## src/hw/rtl/tseq_pkg.sv

```systemverilog
package tseq_pkg;

    // Operation codes carried in the input tuser bit.
    localparam logic OP_ADD   = 1'b0;
    localparam logic OP_CHECK = 1'b1;

    // Shortest command frame, in bytes, that an add accepts.
    localparam logic [7:0] MIN_FRAME_LEN = 8'd11;

    // Payload widths of the two channels.
    localparam int IN_DATA_W  = 56;
    localparam int OUT_DATA_W = 8;

    // Calendar time stamp. The year sits in the most significant bits, so
    // an unsigned compare of the packed word orders stamps field by field.
    typedef struct packed {
        logic [15:0] year;
        logic [3:0]  month;
        logic [4:0]  day;
        logic [4:0]  hour;
        logic [5:0]  minute;
        logic [5:0]  second;
    } stamp_t;

    // One stored switch event.
    typedef struct packed {
        stamp_t stamp;
        logic   turn_on;
    } entry_t;

    // Sequencer states.
    typedef enum logic [1:0] {
        ST_IDLE,
        ST_WALK,
        ST_DONE
    } state_t;

endpackage

```

## src/hw/rtl/tseq_store.sv

```systemverilog
module tseq_store
    import tseq_pkg::*;
#(
    parameter int DEPTH = 10,
    parameter int IDX_W = (DEPTH > 1) ? $clog2(DEPTH) : 1
)
(
    input  logic             clk,
    input  logic             wr_en,
    input  logic [IDX_W-1:0] wr_addr,
    input  entry_t           wr_data,
    input  logic             rd_en,
    input  logic [IDX_W-1:0] rd_addr,
    output entry_t           rd_data
);

    entry_t mem [DEPTH];
    entry_t rd_data_reg;

    // Single write port.
    always_ff @(posedge clk)
    begin
        if (wr_en)
        begin
            mem[wr_addr] <= wr_data;
        end
    end

    // Single read port with registered data.
    always_ff @(posedge clk)
    begin
        if (rd_en)
        begin
            rd_data_reg <= mem[rd_addr];
        end
    end

    assign rd_data = rd_data_reg;

endmodule

```

## src/hw/rtl/tseq_cmp.sv

```systemverilog
module tseq_cmp
    import tseq_pkg::*;
(
    input  stamp_t a,
    input  stamp_t b,
    output logic   earlier
);

    // Strictly-earlier test on the packed stamp, one 42-bit compare.
    assign earlier = (a < b);

endmodule

```

## src/hw/rtl/timed_switch_event_queue.sv

```systemverilog
// Channel  Direction  Handshake            Payload
// s_*      in         s_tvalid / s_tready  item: op in tuser, event or current time in tdata
// m_*      out        m_tvalid / m_tready  item: status, drive and pending count in tdata
//
// An add item, or a check of an empty queue, skips the walk and goes from idle straight to the done state.
// A check item walks the stored entries through one memory read port, one entry
// per cycle, and then goes to the done state.
// Reset clears the pointers and the entry count; stored entries need no clearing.
// The input is taken whenever the sequencer is idle, even while a result waits;
// a finished item is held until the output register is free.
module timed_switch_event_queue
    import tseq_pkg::*;
#(
    parameter int QUEUE_DEPTH = 10
)
(
    input  logic                  clk,
    input  logic                  rst_n,
    // s_tdata, from bit 0: frame_length[7:0], year[23:8], month[27:24], day[32:28],
    // hour[37:33], minute[43:38], second[49:44], turn_on[50], zero fill[55:51]
    input  logic [IN_DATA_W-1:0]  s_tdata,
    // s_tuser: op[0]
    input  logic                  s_tuser,
    input  logic                  s_tvalid,
    output logic                  s_tready,
    // m_tdata, from bit 0: status[0], drive_valid[1], drive_on[2],
    // pending_count[6:3], zero fill[7]
    output logic [OUT_DATA_W-1:0] m_tdata,
    output logic                  m_tvalid,
    input  logic                  m_tready
);

    localparam int IDX_W = (QUEUE_DEPTH > 1) ? $clog2(QUEUE_DEPTH) : 1;
    localparam int CNT_W = $clog2(QUEUE_DEPTH + 1);

    state_t state_reg, state_next;

    logic [IDX_W-1:0] head_reg, head_next;
    logic [IDX_W-1:0] tail_reg, tail_next;
    logic [IDX_W-1:0] rd_ptr_reg, rd_ptr_next;
    logic [IDX_W-1:0] wr_ptr_reg, wr_ptr_next;
    logic [CNT_W-1:0] count_reg, count_next;
    logic [CNT_W-1:0] iss_reg, iss_next;
    logic [CNT_W-1:0] kept_reg, kept_next;
    logic             rd_pend_reg, rd_pend_next;
    logic             fired_reg, fired_next;
    logic             don_reg, don_next;
    logic             status_reg, status_next;
    stamp_t           now_reg, now_next;
    logic             m_tvalid_reg, m_tvalid_next;
    logic [OUT_DATA_W-1:0] m_tdata_reg, m_tdata_next;

    entry_t           in_entry;
    logic             in_op;
    logic [7:0]       in_frame_len;
    logic             s_accept;
    logic             add_ok;
    logic             walk_end;
    logic             res_load;

    logic             mem_wr_en;
    logic [IDX_W-1:0] mem_wr_addr;
    entry_t           mem_wr_data;
    logic             mem_rd_en;
    entry_t           mem_rd_data;
    logic             earlier;

    // Circular index step.
    function automatic logic [IDX_W-1:0] inc_idx(input logic [IDX_W-1:0] idx);
        logic [IDX_W-1:0] nxt;
        if (idx == IDX_W'(QUEUE_DEPTH - 1))
        begin
            nxt = '0;
        end
        else
        begin
            nxt = idx + 1'b1;
        end
        return nxt;
    endfunction

    // Unpack the input item.
    assign in_op                 = s_tuser;
    assign in_frame_len          = s_tdata[7:0];
    assign in_entry.stamp.year   = s_tdata[23:8];
    assign in_entry.stamp.month  = s_tdata[27:24];
    assign in_entry.stamp.day    = s_tdata[32:28];
    assign in_entry.stamp.hour   = s_tdata[37:33];
    assign in_entry.stamp.minute = s_tdata[43:38];
    assign in_entry.stamp.second = s_tdata[49:44];
    assign in_entry.turn_on      = s_tdata[50];

    assign s_accept = s_tvalid && s_tready;
    assign add_ok   = (in_frame_len >= MIN_FRAME_LEN);
    assign walk_end = (iss_reg == count_reg) && !rd_pend_reg;

    // Event memory and the time comparator.
    tseq_store #(
        .DEPTH (QUEUE_DEPTH)
    ) u_store (
        .clk     (clk),
        .wr_en   (mem_wr_en),
        .wr_addr (mem_wr_addr),
        .wr_data (mem_wr_data),
        .rd_en   (mem_rd_en),
        .rd_addr (rd_ptr_reg),
        .rd_data (mem_rd_data)
    );

    tseq_cmp u_cmp (
        .a       (mem_rd_data.stamp),
        .b       (now_reg),
        .earlier (earlier)
    );

    // Next state.
    always_comb
    begin
        state_next = state_reg;
        unique case (state_reg)
            ST_IDLE:
            begin
                if (s_accept)
                begin
                    if ((in_op == OP_CHECK) && (count_reg != '0))
                    begin
                        state_next = ST_WALK;
                    end
                    else
                    begin
                        state_next = ST_DONE;
                    end
                end
            end
            ST_WALK:
            begin
                if (walk_end)
                begin
                    state_next = ST_DONE;
                end
            end
            ST_DONE:
            begin
                if (!m_tvalid_reg || m_tready)
                begin
                    state_next = ST_IDLE;
                end
            end
            default:
            begin
                state_next = ST_IDLE;
            end
        endcase
    end

    // Sequencer strobes and memory port controls.
    always_comb
    begin
        s_tready    = 1'b0;
        mem_rd_en   = 1'b0;
        mem_wr_en   = 1'b0;
        mem_wr_addr = tail_reg;
        mem_wr_data = in_entry;
        res_load    = 1'b0;
        unique case (state_reg)
            ST_IDLE:
            begin
                s_tready = 1'b1;
                if (s_accept && (in_op == OP_ADD) && add_ok)
                begin
                    mem_wr_en = 1'b1;
                end
            end
            ST_WALK:
            begin
                mem_rd_en = (iss_reg != count_reg);
                if (rd_pend_reg && !earlier)
                begin
                    mem_wr_en   = 1'b1;
                    mem_wr_addr = wr_ptr_reg;
                    mem_wr_data = mem_rd_data;
                end
            end
            ST_DONE:
            begin
                res_load = !m_tvalid_reg || m_tready;
            end
            default:
            begin
                s_tready = 1'b0;
            end
        endcase
    end

    // Datapath and queue bookkeeping.
    always_comb
    begin
        head_next     = head_reg;
        tail_next     = tail_reg;
        rd_ptr_next   = rd_ptr_reg;
        wr_ptr_next   = wr_ptr_reg;
        count_next    = count_reg;
        iss_next      = iss_reg;
        kept_next     = kept_reg;
        rd_pend_next  = 1'b0;
        fired_next    = fired_reg;
        don_next      = don_reg;
        status_next   = status_reg;
        now_next      = now_reg;
        m_tdata_next  = m_tdata_reg;
        m_tvalid_next = m_tvalid_reg;

        // A new item clears the result and sets up the operation.
        if (s_accept)
        begin
            status_next = 1'b0;
            fired_next  = 1'b0;
            don_next    = 1'b0;
            if (in_op == OP_ADD)
            begin
                if (!add_ok)
                begin
                    status_next = 1'b1;
                end
                else
                begin
                    // A full queue loses its oldest entry to the new one.
                    tail_next = inc_idx(tail_reg);
                    if (count_reg == CNT_W'(QUEUE_DEPTH))
                    begin
                        head_next = inc_idx(head_reg);
                    end
                    else
                    begin
                        count_next = count_reg + 1'b1;
                    end
                end
            end
            else
            begin
                rd_ptr_next = head_reg;
                wr_ptr_next = head_reg;
                iss_next    = '0;
                kept_next   = '0;
                now_next    = in_entry.stamp;
            end
        end

        // Walk: survivors are packed down behind the read pointer.
        if (state_reg == ST_WALK)
        begin
            rd_pend_next = mem_rd_en;
            if (mem_rd_en)
            begin
                rd_ptr_next = inc_idx(rd_ptr_reg);
                iss_next    = iss_reg + 1'b1;
            end
            if (rd_pend_reg)
            begin
                if (earlier)
                begin
                    fired_next = 1'b1;
                    don_next   = mem_rd_data.turn_on;
                end
                else
                begin
                    wr_ptr_next = inc_idx(wr_ptr_reg);
                    kept_next   = kept_reg + 1'b1;
                end
            end
            if (walk_end)
            begin
                tail_next  = wr_ptr_reg;
                count_next = kept_reg;
            end
        end

        // Output register.
        if (res_load)
        begin
            m_tvalid_next = 1'b1;
            m_tdata_next  = {1'b0, 4'(count_reg), don_reg, fired_reg, status_reg};
        end
        else if (m_tready)
        begin
            m_tvalid_next = 1'b0;
        end
    end

    // Control registers.
    always_ff @(posedge clk or negedge rst_n)
    begin
        if (!rst_n)
        begin
            state_reg    <= ST_IDLE;
            head_reg     <= '0;
            tail_reg     <= '0;
            rd_ptr_reg   <= '0;
            wr_ptr_reg   <= '0;
            count_reg    <= '0;
            iss_reg      <= '0;
            kept_reg     <= '0;
            rd_pend_reg  <= 1'b0;
            fired_reg    <= 1'b0;
            don_reg      <= 1'b0;
            m_tvalid_reg <= 1'b0;
        end
        else
        begin
            state_reg    <= state_next;
            head_reg     <= head_next;
            tail_reg     <= tail_next;
            rd_ptr_reg   <= rd_ptr_next;
            wr_ptr_reg   <= wr_ptr_next;
            count_reg    <= count_next;
            iss_reg      <= iss_next;
            kept_reg     <= kept_next;
            rd_pend_reg  <= rd_pend_next;
            fired_reg    <= fired_next;
            don_reg      <= don_next;
            m_tvalid_reg <= m_tvalid_next;
        end
    end

    // Payload registers.
    always_ff @(posedge clk)
    begin
        status_reg  <= status_next;
        now_reg     <= now_next;
        m_tdata_reg <= m_tdata_next;
    end

    assign m_tvalid = m_tvalid_reg;
    assign m_tdata  = m_tdata_reg;

    // The entry count never exceeds the queue depth.
    assert property (@(posedge clk) disable iff (!rst_n)
        count_reg <= CNT_W'(QUEUE_DEPTH))
        else $error("entry count beyond queue depth");

    // During a walk no more entries are kept than have been read.
    assert property (@(posedge clk) disable iff (!rst_n)
        (state_reg == ST_WALK) |-> (kept_reg <= iss_reg))
        else $error("kept entries exceed entries read");

    // A rejected add never reports a fired event.
    assert property (@(posedge clk) disable iff (!rst_n)
        m_tvalid |-> !(m_tdata[0] && m_tdata[1]))
        else $error("rejected add reports a drive");

    // An accepted item holds off the input for at least the next cycle.
    assert property (@(posedge clk) disable iff (!rst_n)
        s_accept |=> !s_tready)
        else $error("input taken while an item is in progress");

endmodule

```

## config.mk

```make
export PLATFORM = sky130hd
export DESIGN_NAME = timed_switch_event_queue
export DESIGN_NICKNAME = d
export VERILOG_FILES = /design/src/hw/rtl/tseq_pkg.sv /design/src/hw/rtl/tseq_store.sv /design/src/hw/rtl/tseq_cmp.sv /design/src/hw/rtl/timed_switch_event_queue.sv
export SDC_FILE = /design/constraint.sdc
export NUM_CORES = 1
export LEC_CHECK = 0
export BUFFER_PORTS_ARGS = -buffer_cell sky130_fd_sc_hd__buf_2
export CORE_MARGIN = 4
export CORE_UTILIZATION = 56
export DETAILED_ROUTE_END_ITERATION = 10
export PLACE_DENSITY = 0.73
export SETUP_SLACK_MARGIN = 0.15
export SLEW_MARGIN = 10
export SYNTH_ARGS = -nofsm -noshare
export SYNTH_HDL_FRONTEND = slang
export SYNTH_HIERARCHICAL = 1
export SYNTH_SLANG_ARGS = --single-unit
```

## constraint.sdc

```tcl
create_clock -name clk -period 8.36 [get_ports clk]
set_input_delay 0 -clock clk [delete_from_list [all_inputs] [get_ports clk]]
set_output_delay 0 -clock clk [all_outputs]
set_load 0.1 [all_outputs]
```

# After elaboration in Yosys (flattened, before gate mapping)
# Memories as Yosys holds them, arrays and structs flattened. A register that Yosys moved wholly into a read port is not among the register bits.
# Index checks and enable logic that the tools add are counted.
op_classes:
  n_addsub: 7
  n_lt_le_gt_ge: 2
  n_eq_ne: 12
  muxes: 62
  bitwise: 1
  reduce_logical: 16
ops:
  columns: ["operator", "n"]
  rows:
  - ["2-to-1 mux 4 bit", 35]
  - ["2-to-1 mux 43 bit", 2]
  - ["less-than comparator 42 bit", 1]
  - ["adder 4 x 1 -> 4 bit (second input constant)", 7]
  - ["equality test 4 bit (second input constant)", 5]
  - ["2-to-1 mux 1 bit", 19]
  - [">= comparator 8 x 4 -> 1 bit (second input constant)", 1]
  - ["2-to-1 mux 2 bit", 4]
  - ["logical AND 1 bit", 6]
  - ["inequality test 2 bit (second input constant)", 3]
  - ["one-hot mux 2 bit (3 select lines)", 1]
  - ["equality test 4 bit", 1]
  - ["inequality test 4 bit", 1]
  - ["AND reduction 4 bit", 1]
  - ["nonzero test 4 bit", 1]
  - ["zero test 1 bit", 3]
  - ["AND reduction 3 bit", 1]
  - ["equality test 2 x 1 -> 1 bit (second input constant)", 1]
  - ["equality test 2 bit (second input constant)", 1]
  - ["zero test 2 bit", 1]
  - ["one-hot mux 1 bit (2 select lines)", 1]
  - ["AND reduction 2 bit", 1]
  - ["nonzero test 2 bit", 1]
  - ["logical OR 1 bit", 1]
  - ["NOT 1 bit", 1]
totals:
  register_bits: 84
  ram_bits: 430
  in_bits: 61
  output_inout_bits: 10
  elab_cells: 121
  memories: 1
mem_list:
  columns: ["memory", "depth", "word_bits", "rd", "rd_clocked_by_memory_dff", "write_ports", "line", "rtl"]
  rows:
  - ["u_store.mem", 10, 43, 1, 1, 1, "tseq_store.sv:17", "entry_t mem [DEPTH];"]

# Longest topological paths before layout
# Gate-level depths: netlist (run 1).
depth:
  word_depth: 9
  mapped_depth: 14
  mapped_depth_nobuf: 13

# Cells and area by module
# Netlist (run 1), hierarchy kept.
by_module_without_submodules:
  columns: ["mod", "instances", "cells_each", "area_per_inst_um2", "seq_area_each_um2"]
  rows:
  - ["tseq_store", 1, 932, 18257.5, 14203.6]
  - ["timed_switch_event_queue", 1, 406, 3967.6, 2352.3]
  - ["tseq_cmp", 1, 142, 1046.0, 0.0]

# Least setup slack after synthesis (run 1)
# Ideal clock, no wire load.
synth_path:
  kind: "reg2reg"
  startpoint: "register, netlist name u_store/rd_data[26]"
  endpoint: "memory u_store/mem[0][0] in the netlist's numbering (enable)"
  setup_ns: 0.497
  arrival_ns: 5.560
  t_required_ns: 7.863
  slack_ns: 2.304
  path_stages_with_launch: 12
  n_path_buf: 1
  period_less_slack_ns: 6.056
  path_cell_list: "edfxtp_1 ha_1 a21oi_1 o21ai_1 a2111oi_2 o31ai_1 a21oi_1 nand2b_1 clkbuf_1 o21ai_0 or3b_2 nor3_1"
synth_via:
  elab_cells_between_ends: 9
  classes_between: "order compare (1); mux (6); reduce/logical (2)"
synth_lines:
  columns: ["item", "line", "rtl"]
  rows:
  - ["less-than comparator 42 bit", "tseq_cmp.sv:10", "assign earlier = (a < b);"]
  - ["named net earlier", "timed_switch_event_queue.sv:66", "logic earlier;"]
  - ["zero test 1 bit", "timed_switch_event_queue.sv:177", "if (rd_pend_reg && !earlier)"]
  - ["logical AND 1 bit", "timed_switch_event_queue.sv:177", null]
  - ["2-to-1 mux 4 bit", "timed_switch_event_queue.sv:177", null]
  - ["2-to-1 mux 4 bit", "timed_switch_event_queue.sv:165", "unique case (state_reg)"]
  - ["named net mem_wr_addr[3]", "timed_switch_event_queue.sv:62", "logic [IDX_W-1:0] mem_wr_addr;"]
  - ["to (decl)", "tseq_store.sv:17", null]
# The timed path passes the listed nets, and every way through them passes these cells.

# Worst setup path in the final report (run 1)
layout_path:
  startpoint: "register, netlist name u_store/rd_data[26]"
  endpoint: "memory u_store/mem[9][21] in the netlist's numbering (enable)"
layout_via:
  elab_cells_between_ends: 9
  classes_between: "order compare (1); mux (6); reduce/logical (2)"
layout_lines:
  columns: ["item", "line"]
  rows:
  - ["less-than comparator 42 bit", "tseq_cmp.sv:10"]
  - ["named net earlier", "timed_switch_event_queue.sv:66"]
  - ["zero test 1 bit", "timed_switch_event_queue.sv:177"]
  - ["logical AND 1 bit", "timed_switch_event_queue.sv:177"]
  - ["2-to-1 mux 4 bit", "timed_switch_event_queue.sv:177"]
  - ["2-to-1 mux 4 bit", "timed_switch_event_queue.sv:165"]
  - ["named net mem_wr_addr[1]", "timed_switch_event_queue.sv:62"]
# The timed path passes the listed nets, and every way through them passes these cells.

==> metrics.cfg, run 1 <==
[logic_synthesis]
yosys_most_used_dff=edfxtp_1
syn_area_um2=23300
syn_nets=1587
syn_inst=1480
synth.yosys.seq_area_share_pct=71.1
yosys.cell_types.count=66
async_flop_share_pct=6.10
syn_avg_cell_area_um2=15.7
ys_seq_elements=557
ys_warn_count=6
synth-edff-count=523

[timing]
post-route-period-util_pct=64.8
rsz0062_at_grt=false
slew_violations=0
fin_crit_ns=5.42
tns_ns=0
fin_skew_ns=0.0177
relSlewSlack_pct=19.3
finalSetupViolations=0
holdWs_ns=0.0333
fmax_ghz=0.185
max_slew.worst_pin.slew_ns=1.21
finalHoldViolCount=0

[layout]
drive_gt1_share_pct=20.5
area_delta_synth_final_pct=13.2
stdcell_area_um2=26400
num-nets-final=1709
final_cells=2173
largest_reg_flops=430
antenna_cells=0

[global_routing]
antenna_found_initial=0
globalRouteOverflowTotal=0
grt_pass1_wl_um=75300
grt_max_degree=136
grt_use_total_pct=21.9
grt_pass1_vias=13000

[cts]
tritoncts=built
worstSkewPairLatency_ns=0.59
clock-sinks=557
cts_setup_buffers=0
h-tree-depth=2
cts.clk_slew.worst_paths_ns=0.06
cts.path.max_buffers=3
cts_resized=0
hold_buffers=49
cts_root_buffer=clkbuf_16
numCtsBuffers=54

[power]
p_comb_share_pct=26.3
seqPwrFrac_pct=44.9
p_switching_mw=2.49
intPower_mw=5.65
clockPowerShare_pct=28.9
p_leak_nw=9.46
netSwitchingFraction_pct=30.6
powerDensity_nw_per_um2=309
max-vdd-ir-drop_mv=0.297

[worst_setup_path]
cp.required_ns=8.61
r2r-end=u_store/mem[9][21]
cp_max_fo=26
critPathLaunchType=register
reg2reg_slack_ns=2.94
worstSetupEndpointType=register
reg2reg_from=u_store/rd_data[26]
criticalPathCategory=register to register
reg2reg_depth=12
crit_arrival_ns=5.66

[route]
drt_wl_total_um=49200
ant_nets=0
drtIter0Drc=1068
wl_per_cell_um=22.6
drc_errors=0
avgViaCountPerCell=5.88
dr.pass1.iters=5
num_vias=12800

[floorplanning]
die_h_um=212
die_area_um2=44900
rows=74
core_um2=40900
ios=71
initial_core_util_pct=56.9
die_x_um=212

[placement]
dp.cells=2029
placed_area_um2=24200
dp_hpwl_um=25300
place_congestion=0.788
io_buffers=64

[hold_path]
hold_path_class=primary input to asynchronous set/reset pin

[job]
drv_cap=0

[status]
status=finished, final reports clean

==> synth_stat cells, types with 5 or more instances <==
master    number  share of area, %
nor2b_1        6              0.16
mux2_2       109               5.3
ha_1          46               2.5
buf_6          5              0.24
buf_4          5              0.16
o31ai_2       37               2.0
o21ai_0       18              0.39
clkbuf_1      29              0.47
inv_1         53              0.85
nor2_1        33              0.53
a22o_1        45               1.7
o22ai_1       44               1.2
o31ai_1        7              0.23
nand2b_1       9              0.24
dfrtp_1       34               3.7
buf_1          9              0.15
xnor2_1        9              0.34
nand4_1       12              0.32
nand3_1        8              0.17
a21o_1         8              0.26
mux2i_1       90               3.9
nand2_1      207               3.3
buf_2         16              0.34
mux2_1        21               1.0
edfxtp_1     523                67
o21ai_1        5              0.11
a21oi_1       30              0.65
==> worst max-delay path: stages (launching register included) <==
cell and delay, ns:
edfxtp_1 0.39, ha_1 0.36, nand4_2 0.20, nor3_2 0.38, o21ai_1 0.15, o31ai_1 0.48
a21oi_1 0.35, nand2b_2 0.43, nand2_1 0.13, o21ai_0 0.31, nand2b_1 0.39, nor2_4 0.95
buf_4 0.50
==> routing by layer <==
metal,track usage (%),vias up,wire (µm)
li1,-,5887,-
met1,30.1,6451,20900
met2,37.0,339,24500
met3,2.99,90,2470
met4,6.66,0,1280
met5,0,-,0
==> logic make-up (layout without fill, tap and decap cells) <==
| group | count (synthesis) | after routing | share of synthesized area [%] |
|---|---|---|---|
| DFF | 557 | 557 | 71.1 |
| and+or+nand+nor | 303 | 303 | 5.73 |
| muxes | 220 | 220 | 10.2 |
| AOI/OAI and AO/OA | 218 | 218 | 7.43 |
| buffers and inverters | 122 | 283 | 2.56 |
| adders and majority gates | 46 | 46 | 2.47 |
| xor gates and xnor gates | 13 | 13 | 0.489 |
| other | 1 | 1 | 0.0161 |
==> stage by stage <==
stage	total power [mW]	worst slack (ns)	util (%)
after floorplan	5.32	2.30	-
after global placement	5.77	3.08	59.0
after detailed placement	5.83	2.92	59.0
after CTS	8.19	2.86	64.4
after global routing	8.52	2.64	64.4
final	8.14	2.94	64.4
==> final cells by class <==
cell class	instances	area, µm²
well taps	532	666
multi-input cells	801	6230
clock inverters	31	290
inverters	53	199
flip-flops and latches	557	16600
fillers	2861	14600
repair buffers	135	988
clock buffers	64	1410
==> worst max-delay path by stage <==
| stage | from | endpoint | slack [ns] | cells past startpoint |
|---|---|---|---|---|
| after detailed placement | u_store/rd_data[26] | u_store/mem[9][21] | 2.92 | 12 |
| after floorplan | u_store/rd_data[26] | u_store/mem[0][0] | 2.30 | 11 |
| after global placement | u_store/rd_data[26] | u_store/mem[6][19] | 3.08 | 11 |
| after global routing | u_store/rd_data[26] | u_store/mem[6][2] | 2.64 | 11 |
| final | u_store/rd_data[26] | u_store/mem[9][21] | 2.94 | 12 |
| after CTS | u_store/rd_data[26] | u_store/mem[9][41] | 2.86 | 12 |
==> power groups by stage <==
stage,clock network [mW],logic (mW),registers (mW)
floorplan,0,1.63,3.69
global placement,0,2.06,3.70
detailed placement,0,2.12,3.71
CTS,2.39,2.14,3.66
global route,2.52,2.31,3.69
finish,2.35,2.14,3.65
==> placed cells by master (no fill, tap or decap), drive strengths merged, types with 23 or more instances in the layout <==
cell type and count:
a21oi 30, a22o 45, buf 86, clkbuf 64, clkinv 23, dfrtp 34
dlygate4sd3 49, edfxtp 523, ha 46, inv 55, mux2 130, mux2i 90
nand2 207, nor2 34, o21ai 24, o22ai 44, o31ai 44
Power figures use the tool's default switching activity.
==> inputs of run 2 (changes only) <==
--- a/config.mk
+++ b/config.mk
@@ -9,7 +9,7 @@
 export CORE_MARGIN = 4
 export CORE_UTILIZATION = 56
 export DETAILED_ROUTE_END_ITERATION = 10
-export PLACE_DENSITY = 0.73
+export PLACE_DENSITY = 0.76
 export SETUP_SLACK_MARGIN = 0.15
 export SLEW_MARGIN = 10
 export SYNTH_ARGS = -nofsm -noshare
==> constraint.sdc (replaced) <==
create_clock -name clk -period 4.8 [get_ports clk]
set_input_delay 0 -clock clk [delete_from_list [all_inputs] [get_ports clk]]
set_output_delay 0 -clock clk [all_outputs]
set_load 0.1 [all_outputs]
==> metrics.cfg, run 2 (same netlist as run 1, synthesis figures left out) <==
[route]
ant_nets=0
drc_errors=0
avgViaCountPerCell=5.94
drtIter0Drc=1118
drt_wl_total_um=48800
num_vias=13000
wl_per_cell_um=22.3
dr.pass1.iters=5

[cts]
numCtsBuffers=53
worstSkewPairLatency_ns=0.59
h-tree-depth=2
tritoncts=built
cts.clk_slew.worst_paths_ns=0.06
cts_root_buffer=clkbuf_16
cts.path.max_buffers=3
clock-sinks=557

[timing]
max_slew.worst_pin.slew_ns=0.818
finalSetupViolations=0
holdWs_ns=0.0510
finalHoldViolCount=0
setup_slack_ns=0.461
post-route-period-util_pct=90.4
rsz0062_at_grt=false
fmax_ghz=0.230
relSlewSlack_pct=45.4
fin_skew_ns=0.0143
slew_violations=0
fin_crit_ns=4.34

[floorplanning]
initial_core_util_pct=56.9
ios=71
rows=74
die_x_um=212
core_um2=40900
die_area_um2=44900
die_h_um=212

[power]
powerDensity_nw_per_um2=543
p_switching_mw=4.36
p_comb_share_pct=25.3
p_leak_nw=9.66
seqPwrFrac_pct=44.4
intPower_mw=10.2
clockPowerShare_pct=30.3
netSwitchingFraction_pct=30.0
max-vdd-ir-drop_mv=0.312

[layout]
largest_reg_flops=430
multiInputGateArea_um2=6250
num-nets-final=1725
num-fill-cells=2760
antenna_cells=0
final_cell_mix=edfxtp_1 (523), nand2_1 (206), mux2_2 (109), mux2i_1 (90), buf_2 (64)
final_core_util_pct=65.4
layout_commonest_cell=edfxtp_1
drive_gt1_share_pct=21.8
area_delta_synth_final_pct=15.0
final_cells=2192
ff_latch_area_um2=16600

[job]
drv_cap=0

[global_routing]
grt_pass1_vias=13200
antenna_found_initial=1
globalRouteOverflowTotal=0
grt_max_degree=64
grt_use_total_pct=21.6
grt_pass1_wl_um=74600

[status]
status=finished, final reports clean

[worst_setup_path]
critPathLaunchType=register
reg2reg_slack_ns=0.46
worstSetupEndpointType=register
crit_arrival_ns=4.56
criticalPathCategory=register to register
cp_max_fo=24
cp.required_ns=5.03

[placement]
dp_hpwl_um=27200
dp.cells=2047
io_buffers=64
dp_slack_ns=0.388
place_congestion=0.782

[hold_path]
hold_path_class=primary input to register

[run 2: layer usage]
layer | vias up | global-route usage, % | wire, µm
met1 | 6625 | 29.1 | 20300
met4 | 2 | 6.69 | 1120
met2 | 400 | 36.9 | 24600
met5 | - | 0 | 13
met3 | 79 | 3.04 | 2790
li1 | 5911 | - | -
[run 2: timing repair]
action                                  in CTS  in global routing
endpoints found under the hold margin      507                  0
gates resized for setup                      0                  1
hold buffers                                48                  0
endpoints found under the setup margin       0                 49
setup buffers                                0                  0
[run 2: worst max-delay path: stages (launching register included)]
cell	delay, ns
edfxtp_1	0.42
ha_1	0.34
a21oi_1	0.13
o21ai_0	0.18
a2111oi_2	0.52
o31ai_1	0.25
a21oi_2	0.35
nand2b_2	0.22
buf_4	0.25
o21ai_0	0.16
nand3b_1	0.43
nor2_4	0.25
buf_4	0.43
[run 2: through the flow]
stage / area [µm²] / setup TNS (ns) / total power, mW
CTS: 26800 / 0 / 14.6
detailed placement: 24400 / 0 / 10.2
floorplan: 23300 / -12.65 / 9.27
finish: 26800 / 0 / 14.5
global route: 26800 / 0 / 15.2
global placement: 24400 / 0 / 10.1
[run 2: worst paths after layout]
kind / startpoint / to / cells after the start
max in group asynchronous: rst_n / rd_ptr_reg[3] / 2
min reg2reg: status_reg / m_tdata[0] / 0
min: s_tdata[5] / count_reg[2] / 6
max: u_store/rd_data[14] / u_store/mem[7][19] / 12
min in group asynchronous: rst_n / count_reg[3] / 2
max reg2reg: u_store/rd_data[14] / u_store/mem[7][19] / 12
[run 2: final cells by class]
cell class,instances,area share (%)
Clock inverter,28,1.35
Multi-Input combinational cell,801,23.4
Sequential cell,557,61.9
Clock buffer,69,5.57
Tap cell,532,2.49
Inverter,53,0.743
Timing Repair Buffer,152,4.58
[run 2: power by group through the flow]
stage	registers, mW	logic, mW	clock network (mW)
finish	6.46	3.68	4.40
global placement	6.53	3.54	0
global route	6.51	3.98	4.68
floorplan	6.43	2.84	0
CTS	6.45	3.69	4.47
detailed placement	6.55	3.63	0
